$ cat src/rtl/core/json_answer_string_decoder_assert.svh
// assertion macros of the decoder, used by the result register module
`ifndef JSON_ANSWER_STRING_DECODER_ASSERT_SVH
`define JSON_ANSWER_STRING_DECODER_ASSERT_SVH
`ifndef NO_ASSERTIONS
// check that cons holds in the same cycle as ante
`define JASD_ASSERT_NOW(lbl, ante, cons) \
  lbl: assert property (@(posedge clk) disable iff (!rst_n) (ante) |-> (cons)) \
    else $error("jasd check failed");
// check that cons holds in the cycle after ante
`define JASD_ASSERT_NEXT(lbl, ante, cons) \
  lbl: assert property (@(posedge clk) disable iff (!rst_n) (ante) |=> (cons)) \
    else $error("jasd check failed");
`else
`define JASD_ASSERT_NOW(lbl, ante, cons)
`define JASD_ASSERT_NEXT(lbl, ante, cons)
`endif
`endif

$ cat src/rtl/core/jasd_pkg.sv
// types, constants and helper functions of the answer string decoder
`timescale 1ns / 1ps

package jasd_pkg;

  localparam int MaxRes = 4;

  typedef enum logic [3:0] {
    PH_SEARCH  = 4'd0,
    PH_COLON   = 4'd1,
    PH_QUOTE   = 4'd2,
    PH_VALUE   = 4'd3,
    PH_ESC     = 4'd4,
    PH_HEX1    = 4'd5,
    PH_PAIR_BS = 4'd6,
    PH_PAIR_U  = 4'd7,
    PH_HEX2    = 4'd8,
    PH_DONE    = 4'd9,
    PH_ERROR   = 4'd10
  } phase_t;

  typedef enum logic [1:0] {
    KIND_DATA = 2'd0,
    KIND_OPEN = 2'd1,
    KIND_DONE = 2'd2,
    KIND_ERR  = 2'd3
  } kind_t;

  // characters of interest
  localparam logic [7:0] CH_QUOTE = 8'h22;
  localparam logic [7:0] CH_BSL   = 8'h5C;
  localparam logic [7:0] CH_SLASH = 8'h2F;
  localparam logic [7:0] CH_COLON = 8'h3A;
  localparam logic [7:0] CH_SPACE = 8'h20;
  localparam logic [7:0] CH_TAB   = 8'h09;
  localparam logic [7:0] CH_CR    = 8'h0D;
  localparam logic [7:0] CH_LF    = 8'h0A;
  localparam logic [7:0] CH_B     = 8'h62;
  localparam logic [7:0] CH_F     = 8'h66;
  localparam logic [7:0] CH_N     = 8'h6E;
  localparam logic [7:0] CH_R     = 8'h72;
  localparam logic [7:0] CH_T     = 8'h74;
  localparam logic [7:0] CH_U     = 8'h75;

  // quoted key text, quotes included
  localparam logic [7:0] KEY_TEXT [8] = '{
    8'h22, 8'h61, 8'h6E, 8'h73, 8'h77, 8'h65, 8'h72, 8'h22
  };

  // surrogate ranges
  localparam logic [15:0] HI_SUR_LO = 16'hD800;
  localparam logic [15:0] HI_SUR_HI = 16'hDBFF;
  localparam logic [15:0] LO_SUR_LO = 16'hDC00;
  localparam logic [15:0] LO_SUR_HI = 16'hDFFF;
  localparam logic [20:0] SUP_BASE  = 21'h10000;

  // results caused by one input item
  typedef struct packed {
    logic [2:0]        cnt;
    kind_t             kind;
    logic [3:0][7:0]   data;
  } bundle_t;

  typedef struct packed {
    logic       ok;
    logic [3:0] val;
  } hex_t;

  function automatic logic is_ws(input logic [7:0] b);
    return (b == CH_SPACE) || (b == CH_TAB) || (b == CH_CR) || (b == CH_LF);
  endfunction

  // case-insensitive hex digit
  function automatic hex_t hex_digit(input logic [7:0] b);
    hex_t       h;
    logic [7:0] up;
    up = b & 8'hDF;
    h  = '0;
    if (b >= 8'h30 && b <= 8'h39) begin
      h.ok  = 1'b1;
      h.val = b[3:0];
    end else if (up >= 8'h41 && up <= 8'h46) begin
      h.ok  = 1'b1;
      h.val = b[3:0] + 4'd9;
    end
    return h;
  endfunction

  // code point to utf-8 byte sequence, first byte in slot 0
  function automatic bundle_t utf8_enc(input logic [20:0] cp);
    bundle_t r;
    r      = '0;
    r.kind = KIND_DATA;
    if (cp[20:7] == '0) begin
      r.cnt     = 3'd1;
      r.data[0] = {1'b0, cp[6:0]};
    end else if (cp[20:11] == '0) begin
      r.cnt     = 3'd2;
      r.data[0] = {3'b110, cp[10:6]};
      r.data[1] = {2'b10, cp[5:0]};
    end else if (cp[20:16] == '0) begin
      r.cnt     = 3'd3;
      r.data[0] = {4'b1110, cp[15:12]};
      r.data[1] = {2'b10, cp[11:6]};
      r.data[2] = {2'b10, cp[5:0]};
    end else begin
      r.cnt     = 3'd4;
      r.data[0] = {5'b11110, cp[20:18]};
      r.data[1] = {2'b10, cp[17:12]};
      r.data[2] = {2'b10, cp[11:6]};
      r.data[3] = {2'b10, cp[5:0]};
    end
    return r;
  endfunction

endpackage

$ cat src/rtl/core/jasd_decode.sv
// parser state and single-pass decode of one item into a result bundle
`timescale 1ns / 1ps

module jasd_decode import jasd_pkg::*; (
  input  logic       clk,
  input  logic       rst_n,
  input  logic       adv_i,
  input  logic [7:0] byte_i,
  input  logic       new_reply_i,
  output bundle_t    bundle_o
);

  phase_t      phase_r, phase_nxt;
  logic [2:0]  km_r, km_nxt;
  logic [1:0]  hc_r, hc_nxt;
  logic [9:0]  hu_r, hu_nxt;
  logic [15:0] ua_r, ua_nxt;

  phase_t      ph_cur;
  logic [2:0]  km_cur;
  logic [1:0]  hc_cur;
  logic [9:0]  hu_cur;
  logic [15:0] ua_cur;
  hex_t        hx;
  logic [15:0] unit_new;
  logic [20:0] cp_pair;
  bundle_t     bnd;

  // new reply flag clears state before the byte is handled
  always_comb begin
    ph_cur = new_reply_i ? PH_SEARCH : phase_r;
    km_cur = new_reply_i ? 3'd0 : km_r;
    hc_cur = new_reply_i ? 2'd0 : hc_r;
    hu_cur = new_reply_i ? 10'd0 : hu_r;
    ua_cur = new_reply_i ? 16'd0 : ua_r;
  end

  assign hx       = hex_digit(byte_i);
  assign unit_new = {ua_cur[11:0], hx.val};
  assign cp_pair  = SUP_BASE + {1'b0, hu_cur, unit_new[9:0]};

  // next state and results
  always_comb begin
    phase_nxt = ph_cur;
    km_nxt    = km_cur;
    hc_nxt    = hc_cur;
    hu_nxt    = hu_cur;
    ua_nxt    = ua_cur;
    bnd       = '0;
    bnd.kind  = KIND_DATA;
    unique case (ph_cur)
      PH_SEARCH: begin
        if (byte_i == KEY_TEXT[km_cur]) begin
          if (km_cur == 3'd7) begin
            km_nxt    = 3'd0;
            phase_nxt = PH_COLON;
          end else begin
            km_nxt = km_cur + 3'd1;
          end
        end else begin
          km_nxt = (byte_i == CH_QUOTE) ? 3'd1 : 3'd0;
        end
      end
      PH_COLON: begin
        if (byte_i == CH_COLON) begin
          phase_nxt = PH_QUOTE;
        end else if (!is_ws(byte_i)) begin
          bnd.kind  = KIND_ERR;
          bnd.cnt   = 3'd1;
          phase_nxt = PH_ERROR;
        end
      end
      PH_QUOTE: begin
        if (byte_i == CH_QUOTE) begin
          bnd.kind  = KIND_OPEN;
          bnd.cnt   = 3'd1;
          phase_nxt = PH_VALUE;
        end else if (!is_ws(byte_i)) begin
          bnd.kind  = KIND_ERR;
          bnd.cnt   = 3'd1;
          phase_nxt = PH_ERROR;
        end
      end
      PH_VALUE: begin
        if (byte_i == CH_QUOTE) begin
          bnd.kind  = KIND_DONE;
          bnd.cnt   = 3'd1;
          phase_nxt = PH_DONE;
        end else if (byte_i == CH_BSL) begin
          phase_nxt = PH_ESC;
        end else if (byte_i < CH_SPACE) begin
          bnd.kind  = KIND_ERR;
          bnd.cnt   = 3'd1;
          phase_nxt = PH_ERROR;
        end else begin
          bnd.cnt     = 3'd1;
          bnd.data[0] = byte_i;
        end
      end
      PH_ESC: begin
        phase_nxt = PH_VALUE;
        bnd.cnt   = 3'd1;
        if (byte_i == CH_QUOTE || byte_i == CH_BSL || byte_i == CH_SLASH) begin
          bnd.data[0] = byte_i;
        end else if (byte_i == CH_B || byte_i == CH_F) begin
          bnd.data[0] = CH_SPACE;
        end else if (byte_i == CH_N) begin
          bnd.data[0] = CH_LF;
        end else if (byte_i == CH_R) begin
          bnd.data[0] = CH_CR;
        end else if (byte_i == CH_T) begin
          bnd.data[0] = CH_TAB;
        end else if (byte_i == CH_U) begin
          bnd.cnt   = 3'd0;
          hc_nxt    = 2'd0;
          ua_nxt    = 16'd0;
          phase_nxt = PH_HEX1;
        end else begin
          bnd.kind  = KIND_ERR;
          phase_nxt = PH_ERROR;
        end
      end
      PH_HEX1, PH_HEX2: begin
        if (!hx.ok) begin
          bnd.kind  = KIND_ERR;
          bnd.cnt   = 3'd1;
          phase_nxt = PH_ERROR;
        end else begin
          ua_nxt = unit_new;
          if (hc_cur != 2'd3) begin
            hc_nxt = hc_cur + 2'd1;
          end else begin
            hc_nxt = 2'd0;
            if (ph_cur == PH_HEX1) begin
              if (unit_new >= HI_SUR_LO && unit_new <= HI_SUR_HI) begin
                hu_nxt    = unit_new[9:0];
                phase_nxt = PH_PAIR_BS;
              end else if (unit_new >= LO_SUR_LO && unit_new <= LO_SUR_HI) begin
                bnd.kind  = KIND_ERR;
                bnd.cnt   = 3'd1;
                phase_nxt = PH_ERROR;
              end else begin
                bnd       = utf8_enc({5'd0, unit_new});
                phase_nxt = PH_VALUE;
              end
            end else begin
              if (unit_new < LO_SUR_LO || unit_new > LO_SUR_HI) begin
                bnd.kind  = KIND_ERR;
                bnd.cnt   = 3'd1;
                phase_nxt = PH_ERROR;
              end else begin
                bnd       = utf8_enc(cp_pair);
                phase_nxt = PH_VALUE;
              end
            end
          end
        end
      end
      PH_PAIR_BS: begin
        if (byte_i == CH_BSL) begin
          phase_nxt = PH_PAIR_U;
        end else begin
          bnd.kind  = KIND_ERR;
          bnd.cnt   = 3'd1;
          phase_nxt = PH_ERROR;
        end
      end
      PH_PAIR_U: begin
        if (byte_i == CH_U) begin
          hc_nxt    = 2'd0;
          ua_nxt    = 16'd0;
          phase_nxt = PH_HEX2;
        end else begin
          bnd.kind  = KIND_ERR;
          bnd.cnt   = 3'd1;
          phase_nxt = PH_ERROR;
        end
      end
      default: begin
      end
    endcase
  end

  assign bundle_o = bnd;

  // parser state register
  always_ff @(posedge clk) begin
    if (!rst_n) begin
      phase_r <= PH_SEARCH;
      km_r    <= 3'd0;
      hc_r    <= 2'd0;
      hu_r    <= 10'd0;
      ua_r    <= 16'd0;
    end else if (adv_i) begin
      phase_r <= phase_nxt;
      km_r    <= km_nxt;
      hc_r    <= hc_nxt;
      hu_r    <= hu_nxt;
      ua_r    <= ua_nxt;
    end
  end

endmodule

$ cat src/rtl/core/jasd_out_buf.sv
// result register that hands out a bundle one item per cycle while out_ready is high
`timescale 1ns / 1ps

`include "json_answer_string_decoder_assert.svh"

module jasd_out_buf import jasd_pkg::*; (
  input  logic       clk,
  input  logic       rst_n,
  input  logic       load_i,
  input  bundle_t    bundle_i,
  output logic       buf_ready_o,
  output logic       out_valid,
  input  logic       out_ready,
  output logic [1:0] out_result_kind,
  output logic [7:0] out_byte,
  output logic       out_last_of_run
);

  logic [2:0]      rem_r, rem_nxt;
  logic [1:0]      pos_r, pos_nxt;
  kind_t           kind_r;
  logic [3:0][7:0] data_r;
  logic            take;

  assign out_valid       = (rem_r != 3'd0);
  assign take            = out_valid && out_ready;
  assign buf_ready_o     = (rem_r == 3'd0) || ((rem_r == 3'd1) && out_ready);
  assign out_result_kind = kind_r;
  assign out_byte        = data_r[pos_r];
  assign out_last_of_run = (rem_r == 3'd1);

  // count and position of the item on show
  always_comb begin
    rem_nxt = rem_r;
    pos_nxt = pos_r;
    if (load_i) begin
      rem_nxt = bundle_i.cnt;
      pos_nxt = 2'd0;
    end else if (take) begin
      rem_nxt = rem_r - 3'd1;
      pos_nxt = pos_r + 2'd1;
    end
  end

  always_ff @(posedge clk) begin
    if (!rst_n) begin
      rem_r <= 3'd0;
      pos_r <= 2'd0;
    end else begin
      rem_r <= rem_nxt;
      pos_r <= pos_nxt;
    end
  end

  // payload of the bundle
  always_ff @(posedge clk) begin
    if (load_i) begin
      kind_r <= bundle_i.kind;
      data_r <= bundle_i.data;
    end
  end

  `JASD_ASSERT_NOW(a_rem_bound, 1'b1, rem_r <= 3'(MaxRes))
  `JASD_ASSERT_NOW(a_load_only_when_free, load_i, buf_ready_o)
  `JASD_ASSERT_NEXT(a_drain_step, (rem_r > 3'd1) && out_ready, rem_r == $past(rem_r) - 3'd1)
  `JASD_ASSERT_NOW(a_ctrl_byte_zero, out_valid && (out_result_kind != KIND_DATA), out_byte == 8'd0)

endmodule

$ cat src/rtl/core/json_answer_string_decoder.sv
// Answer string decoder: finds the "answer" key in a reply byte stream and
// emits the unescaped, utf-8 encoded string value.
// Input channel: in_valid/in_ready with in_byte and in_new_reply; a set
// in_new_reply clears all parser state before that byte is handled.
// Result channel: out_valid/out_ready with out_result_kind (data, value
// opened, value complete, error), out_byte and out_last_of_run, which marks
// the final result caused by one input item.
// Each item is held in an input register, decoded in one pass against the
// parser state and written as a bundle of up to four results into the
// result register. Throughput is one item per cycle while out_ready is high
// and each item causes at most one result; an item causing more results,
// such as a \u escape that expands to more than one utf-8 byte, holds the
// result register until its last is taken. Items causing no result never occupy it.
// When the receiver stalls, the result register holds and in_ready drops
// once the input register is full as well.
// Reset (synchronous, active low) empties both registers and returns the
// parser to key search.
`timescale 1ns / 1ps

module json_answer_string_decoder import jasd_pkg::*; (
  input  logic       clk,
  input  logic       rst_n,
  input  logic       in_valid,
  output logic       in_ready,
  input  logic [7:0] in_byte,
  input  logic       in_new_reply,
  output logic       out_valid,
  input  logic       out_ready,
  output logic [1:0] out_result_kind,
  output logic [7:0] out_byte,
  output logic       out_last_of_run
);

  logic       stg_v_r;
  logic [7:0] stg_byte_r;
  logic       stg_new_r;
  logic       buf_ready;
  logic       adv;
  bundle_t    bundle;

  assign adv      = stg_v_r && buf_ready;
  assign in_ready = !stg_v_r || buf_ready;

  // input register
  always_ff @(posedge clk) begin
    if (!rst_n) begin
      stg_v_r <= 1'b0;
    end else if (in_valid && in_ready) begin
      stg_v_r <= 1'b1;
    end else if (adv) begin
      stg_v_r <= 1'b0;
    end
  end

  always_ff @(posedge clk) begin
    if (in_valid && in_ready) begin
      stg_byte_r <= in_byte;
      stg_new_r  <= in_new_reply;
    end
  end

  // decode against parser state
  jasd_decode u_decode (
    .clk         (clk),
    .rst_n       (rst_n),
    .adv_i       (adv),
    .byte_i      (stg_byte_r),
    .new_reply_i (stg_new_r),
    .bundle_o    (bundle)
  );

  // result register and serializer
  jasd_out_buf u_out_buf (
    .clk             (clk),
    .rst_n           (rst_n),
    .load_i          (adv),
    .bundle_i        (bundle),
    .buf_ready_o     (buf_ready),
    .out_valid       (out_valid),
    .out_ready       (out_ready),
    .out_result_kind (out_result_kind),
    .out_byte        (out_byte),
    .out_last_of_run (out_last_of_run)
  );

endmodule

$ cat config.mk
export PLATFORM = sky130hd
export DESIGN_NAME = json_answer_string_decoder
export DESIGN_NICKNAME = d
export VERILOG_FILES = /design/src/rtl/core/jasd_pkg.sv /design/src/rtl/core/jasd_decode.sv /design/src/rtl/core/jasd_out_buf.sv /design/src/rtl/core/json_answer_string_decoder.sv
export VERILOG_INCLUDE_DIRS = /design/src /design/src/rtl/core
export SDC_FILE = /design/constraint.sdc
export NUM_CORES = 1
export LEC_CHECK = 0
export BUFFER_PORTS_ARGS = -buffer_cell sky130_fd_sc_hd__buf_2
export CELL_PAD_IN_SITES_DETAIL_PLACEMENT = 0
export CELL_PAD_IN_SITES_GLOBAL_PLACEMENT = 1
export CORE_ASPECT_RATIO = 1.4
export CORE_MARGIN = 5
export CORE_UTILIZATION = 52
export DETAILED_ROUTE_END_ITERATION = 8
export MAX_ROUTING_LAYER = met4
export PLACE_DENSITY = 0.84
export SYNTH_ARGS = -nofsm -noshare
export SYNTH_HDL_FRONTEND = slang
export SYNTH_SLANG_ARGS = --single-unit
$ cat constraint.sdc
create_clock -name clk -period 7.08 [get_ports clk]
set_input_delay 0.708 -clock clk [delete_from_list [all_inputs] [get_ports clk]]
set_output_delay 0.708 -clock clk [all_outputs]
set_load 0.02 [all_outputs]
==> impl_metrics.py <==
metrics = {
    "setup_path": {
        "worstSetupEndpointType": "flip-flop",
        "rr_endpoint": "u_out_buf.rem_r[1]$_SDFFE_PN0P_",
        "worstSetupStartpointType": "flip-flop",
        "critPathArrivalTime_ns": 3.80,
        "worst_r2r_startpoint": "stg_new_r$_DFFE_PP_",
        "worst-r2r-cell-count": 9,
        "required_ns": 7.38,
        "crit_type": "reg2reg",
        "crit_path_max_fanout": 50,
        "r2r_setup_slack_ns": 3.58,
    },
    "cts": {
        "tritoncts.num_buffers": 9,
        "cts.repair_timing.setup_buffer_count": 0,
        "cts_resized": 0,
        "cts-root-to-sink-buffers": 2,
        "clock_latency_ns": 0.36,
        "cts.hold.buffers_added": 0,
        "clkSlewWorstSetupHoldPaths_ns": 0.07,
        "htreeDepth": 3,
        "clk_root_buffer_cell": "clkbuf_16",
        "cts_tree": "yes",
        "sinks_on_clock_net": 77,
    },
    "placed_design": {
        "placedInstanceArea_um2": 5660,
        "io_buffers": 25,
        "finalWeightedCongestion": 1.02,
        "dp_cells": 746,
        "detailedPlacementHpwl_um": 13600,
    },
    "global_routing": {
        "largest_net_degree_at_the_start_of_global_routing": 51,
        "grt_remaining_overflow": 0,
        "grt_pass1_vias": 4966,
        "grt_antenna_before_repair": 0,
        "globalRouteTotalUtil_pct": 28.7,
        "grt_pass1_wl_um": 27800,
    },
    "sta": {
        "final_number_of_max_transition_violations": 0,
        "finalHoldViolCount": 0,
        "layout_worst_path_cycle_share_pct": 49.5,
        "highest_achievable_clock_rate_mhz": 285,
        "setup_total_negative_slack_ns": 0,
        "fin_hold_ws_ns": 0.474,
        "clock_skew_ns": 0.0102,
        "final_period_minus_worst_setup_slack_ns": 3.50,
        "number_of_setup_violations_in_the_final_report": 0,
        "worst_slew_margin_relative_to_its_limit_pct": 29.5,
        "max_slew.worst_pin.slew_ns": 1.05,
        "unrepaired_setup_endpoints_after_global_routing": "false",
    },
    "die": {
        "start_util_pct": 53.1,
        "io_pins": 26,
        "fp.dieArea_um2": 12800,
        "placeableCoreArea_um2": 10300,
        "die-height_um": 132,
        "die_w_um": 96.9,
        "row_count": 44,
    },
    "drt": {
        "vias_per_cell": 6.72,
        "drt_pass1_iterations": 5,
        "routed_wl_um": 18000,
        "detailedRoute.firstIterationViolations": 422,
        "antenna_left": 0,
        "post-route-drc-count": 0,
        "route.detailed.wl_per_inst_um": 23.6,
        "dr_total_vias": 5124,
    },
    "pwr": {
        "static-leakage-power_nw": 2.11,
        "vdd_drop_max_v": 0.000164,
        "power.density_nw_per_um2": 273,
    },
    "cells_and_area": {
        "final_cell_count_no_fill": 762,
        "total_number_of_nets_in_the_final_design": 647,
        "post_route_cells_drive_above_1_share_pct": 13.1,
        "stdcell_area_um2": 5980,
        "mostFrequentLayoutCells": "nor2_1 (51), nand2_1 (42), edfxtp_1 (40)",
        "areaGrowthSynthToFinish_pct": 8.69,
        "fillerInstances": 980,
        "finish.utilization_pct": 57.8,
        "antenna_diode_count": 0,
        "mostFrequentLayoutCell": "nor2_1",
    },
    "synthesis": {
        "synth.distinct_cells": 84,
        "dominant_cell_type_by_area_after_synthesis": "edfxtp_1",
        "ys_top_cells_by_area": "edfxtp_1 (22%), dfxtp_1 (13%), nor2_1 (3.5%), a21oi_1 (3.5%), ha_1 (3.4%)",
        "yosys_warnings": 0,
        "synth-seq-area-share_pct": 35.3,
        "synth_edf_count": 40,
        "synth_fp_nets": 646,
        "synth.top_cell.area_share_pct": 21.8,
        "syn-cell-area_um2": 5500,
        "post_synthesis_mean_instance_area_um2": 8.90,
        "netlist_instances": 618,
        "asyncSetResetFlopFracSynth_pct": 0,
        "dominantRegCellSynth": "edfxtp_1",
        "total_of_flip_flops_plus_latches_after_synthesis": 77,
    },
    "outcome": {
        "run_status": "finished clean",
    },
    "hold_path": {
        "worst_hold_path.endpoint": "u_decode.hc_r[1]$_SDFFE_PN0P_",
        "timing.hold.worst.class": "reg2reg",
        "timing.hold.worst.start": "u_decode.hc_r[1]$_SDFFE_PN0P_",
        "worst_hold_path.num_cells": 1,
    },
    "job": {
        "timing.max_cap.violations": 0,
    },
}
sequential cells by signal, indices dropped and copies added, names as in the netlist:
| signal | cells |
|---|---|
| u_decode.hc_r | 2 |
| stg_new_r | 1 |
| u_out_buf.pos_r | 2 |
| u_out_buf.rem_r | 3 |
| u_out_buf.data_r | 29 |
| u_out_buf.out_result_kind | 2 |
| u_decode.km_r | 3 |
| u_decode.hu_r | 10 |
| u_decode.ua_r | 12 |
| u_decode.phase_r | 4 |
| stg_v_r | 1 |
| stg_byte_r | 8 |
worst max path at each step:
stage,startpoint,endpoint,slack (ns)
2_1_floorplan,stg_new_r$_DFFE_PP_,u_out_buf.data_r[10]$_SDFFCE_PP0P_,3.56
3_3_place_gp,stg_new_r$_DFFE_PP_,u_out_buf.rem_r[1]$_SDFFE_PN0P_,3.68
3_5_place_dp,stg_new_r$_DFFE_PP_,u_out_buf.rem_r[1]$_SDFFE_PN0P_,3.61
4_1_cts,stg_new_r$_DFFE_PP_,u_out_buf.rem_r[1]$_SDFFE_PN0P_,3.59
5_1_grt,stg_new_r$_DFFE_PP_,u_out_buf.data_r[8]$_SDFFCE_PP0P_,3.35
6_report,stg_new_r$_DFFE_PP_,u_out_buf.rem_r[1]$_SDFFE_PN0P_,3.58
synth_stat cells, drive strengths merged (6+ instances only):
| library cell | n |
|---|---|
| a211oi | 11 |
| a21oi | 39 |
| a22oi | 11 |
| a31oi | 10 |
| a32o | 6 |
| a32oi | 8 |
| and2 | 9 |
| and3 | 9 |
| buf | 22 |
| clkbuf | 20 |
| dfxtp | 37 |
| edfxtp | 40 |
| ha | 15 |
| inv | 16 |
| mux4 | 7 |
| nand2 | 42 |
| nand2b | 17 |
| nand3 | 22 |
| nor2 | 52 |
| nor2b | 20 |
| nor3 | 19 |
| nor4 | 9 |
| o211ai | 6 |
| o21ai | 35 |
| o22ai | 9 |
| o2bb2ai | 11 |
| o31ai | 6 |
| or3 | 6 |
worst max-delay path, stage by stage, from the launching register on:
cell and delay, ns:
edfxtp_1 0.36, buf_4 0.27, nor2b_1 0.30, ha_1 0.30
nor4b_2 0.40, and2_1 0.38, mux2_2 0.22, nand3_1 0.10
a2111oi_0 0.77, o221a_2 0.32
cells by family (layout without fill, tap and decap cells):
family	Yosys count	in the layout	share of synthesized area, %
buffers and inverters	59	65	4.60
muxes	15	15	4.39
adders and majority gates	15	15	3.41
and+or+nand+nor	246	246	25.3
xor gates and xnor gates	9	9	1.43
AOI/OAI and AO/OA	197	197	25.6
DFF	77	77	35.3
per-stage QoR:
stage / total power [mW] / setup WS (ns)
floorplan: 1.00 / 3.56
global placement: 1.14 / 3.68
detailed placement: 1.14 / 3.61
CTS: 1.64 / 3.59
global route: 1.71 / 3.35
finish: 1.63 / 3.58
where the power goes:
group	switching, mW	internal (mW)	total, mW
logic	0.302	0.197	0.499
clock network	0.217	0.282	0.499
registers	0.0866	0.550	0.636
layout make-up:
class	count	area [µm²]	area share (%)
multi-input cells	482	3310	55.3
clock inverters	7	91.3	1.53
inverters	17	63.8	1.07
flip-flops and latches	77	1940	32.5
repair buffers	32	178	2.97
well taps	138	173	2.89
clock buffers	9	225	3.77
per-layer routing:
| layer | up-vias | GRT usage, % | routed length [µm] |
|---|---|---|---|
| met5 | - | - | 0 |
| met4 | 0 | 17.0 | 1090 |
| met3 | 76 | 3.55 | 997 |
| met2 | 236 | 49.9 | 9310 |
| met1 | 2437 | 31.1 | 6570 |
| li1 | 2375 | - | - |
No activity file was read; power rests on OpenSTA's default activity.
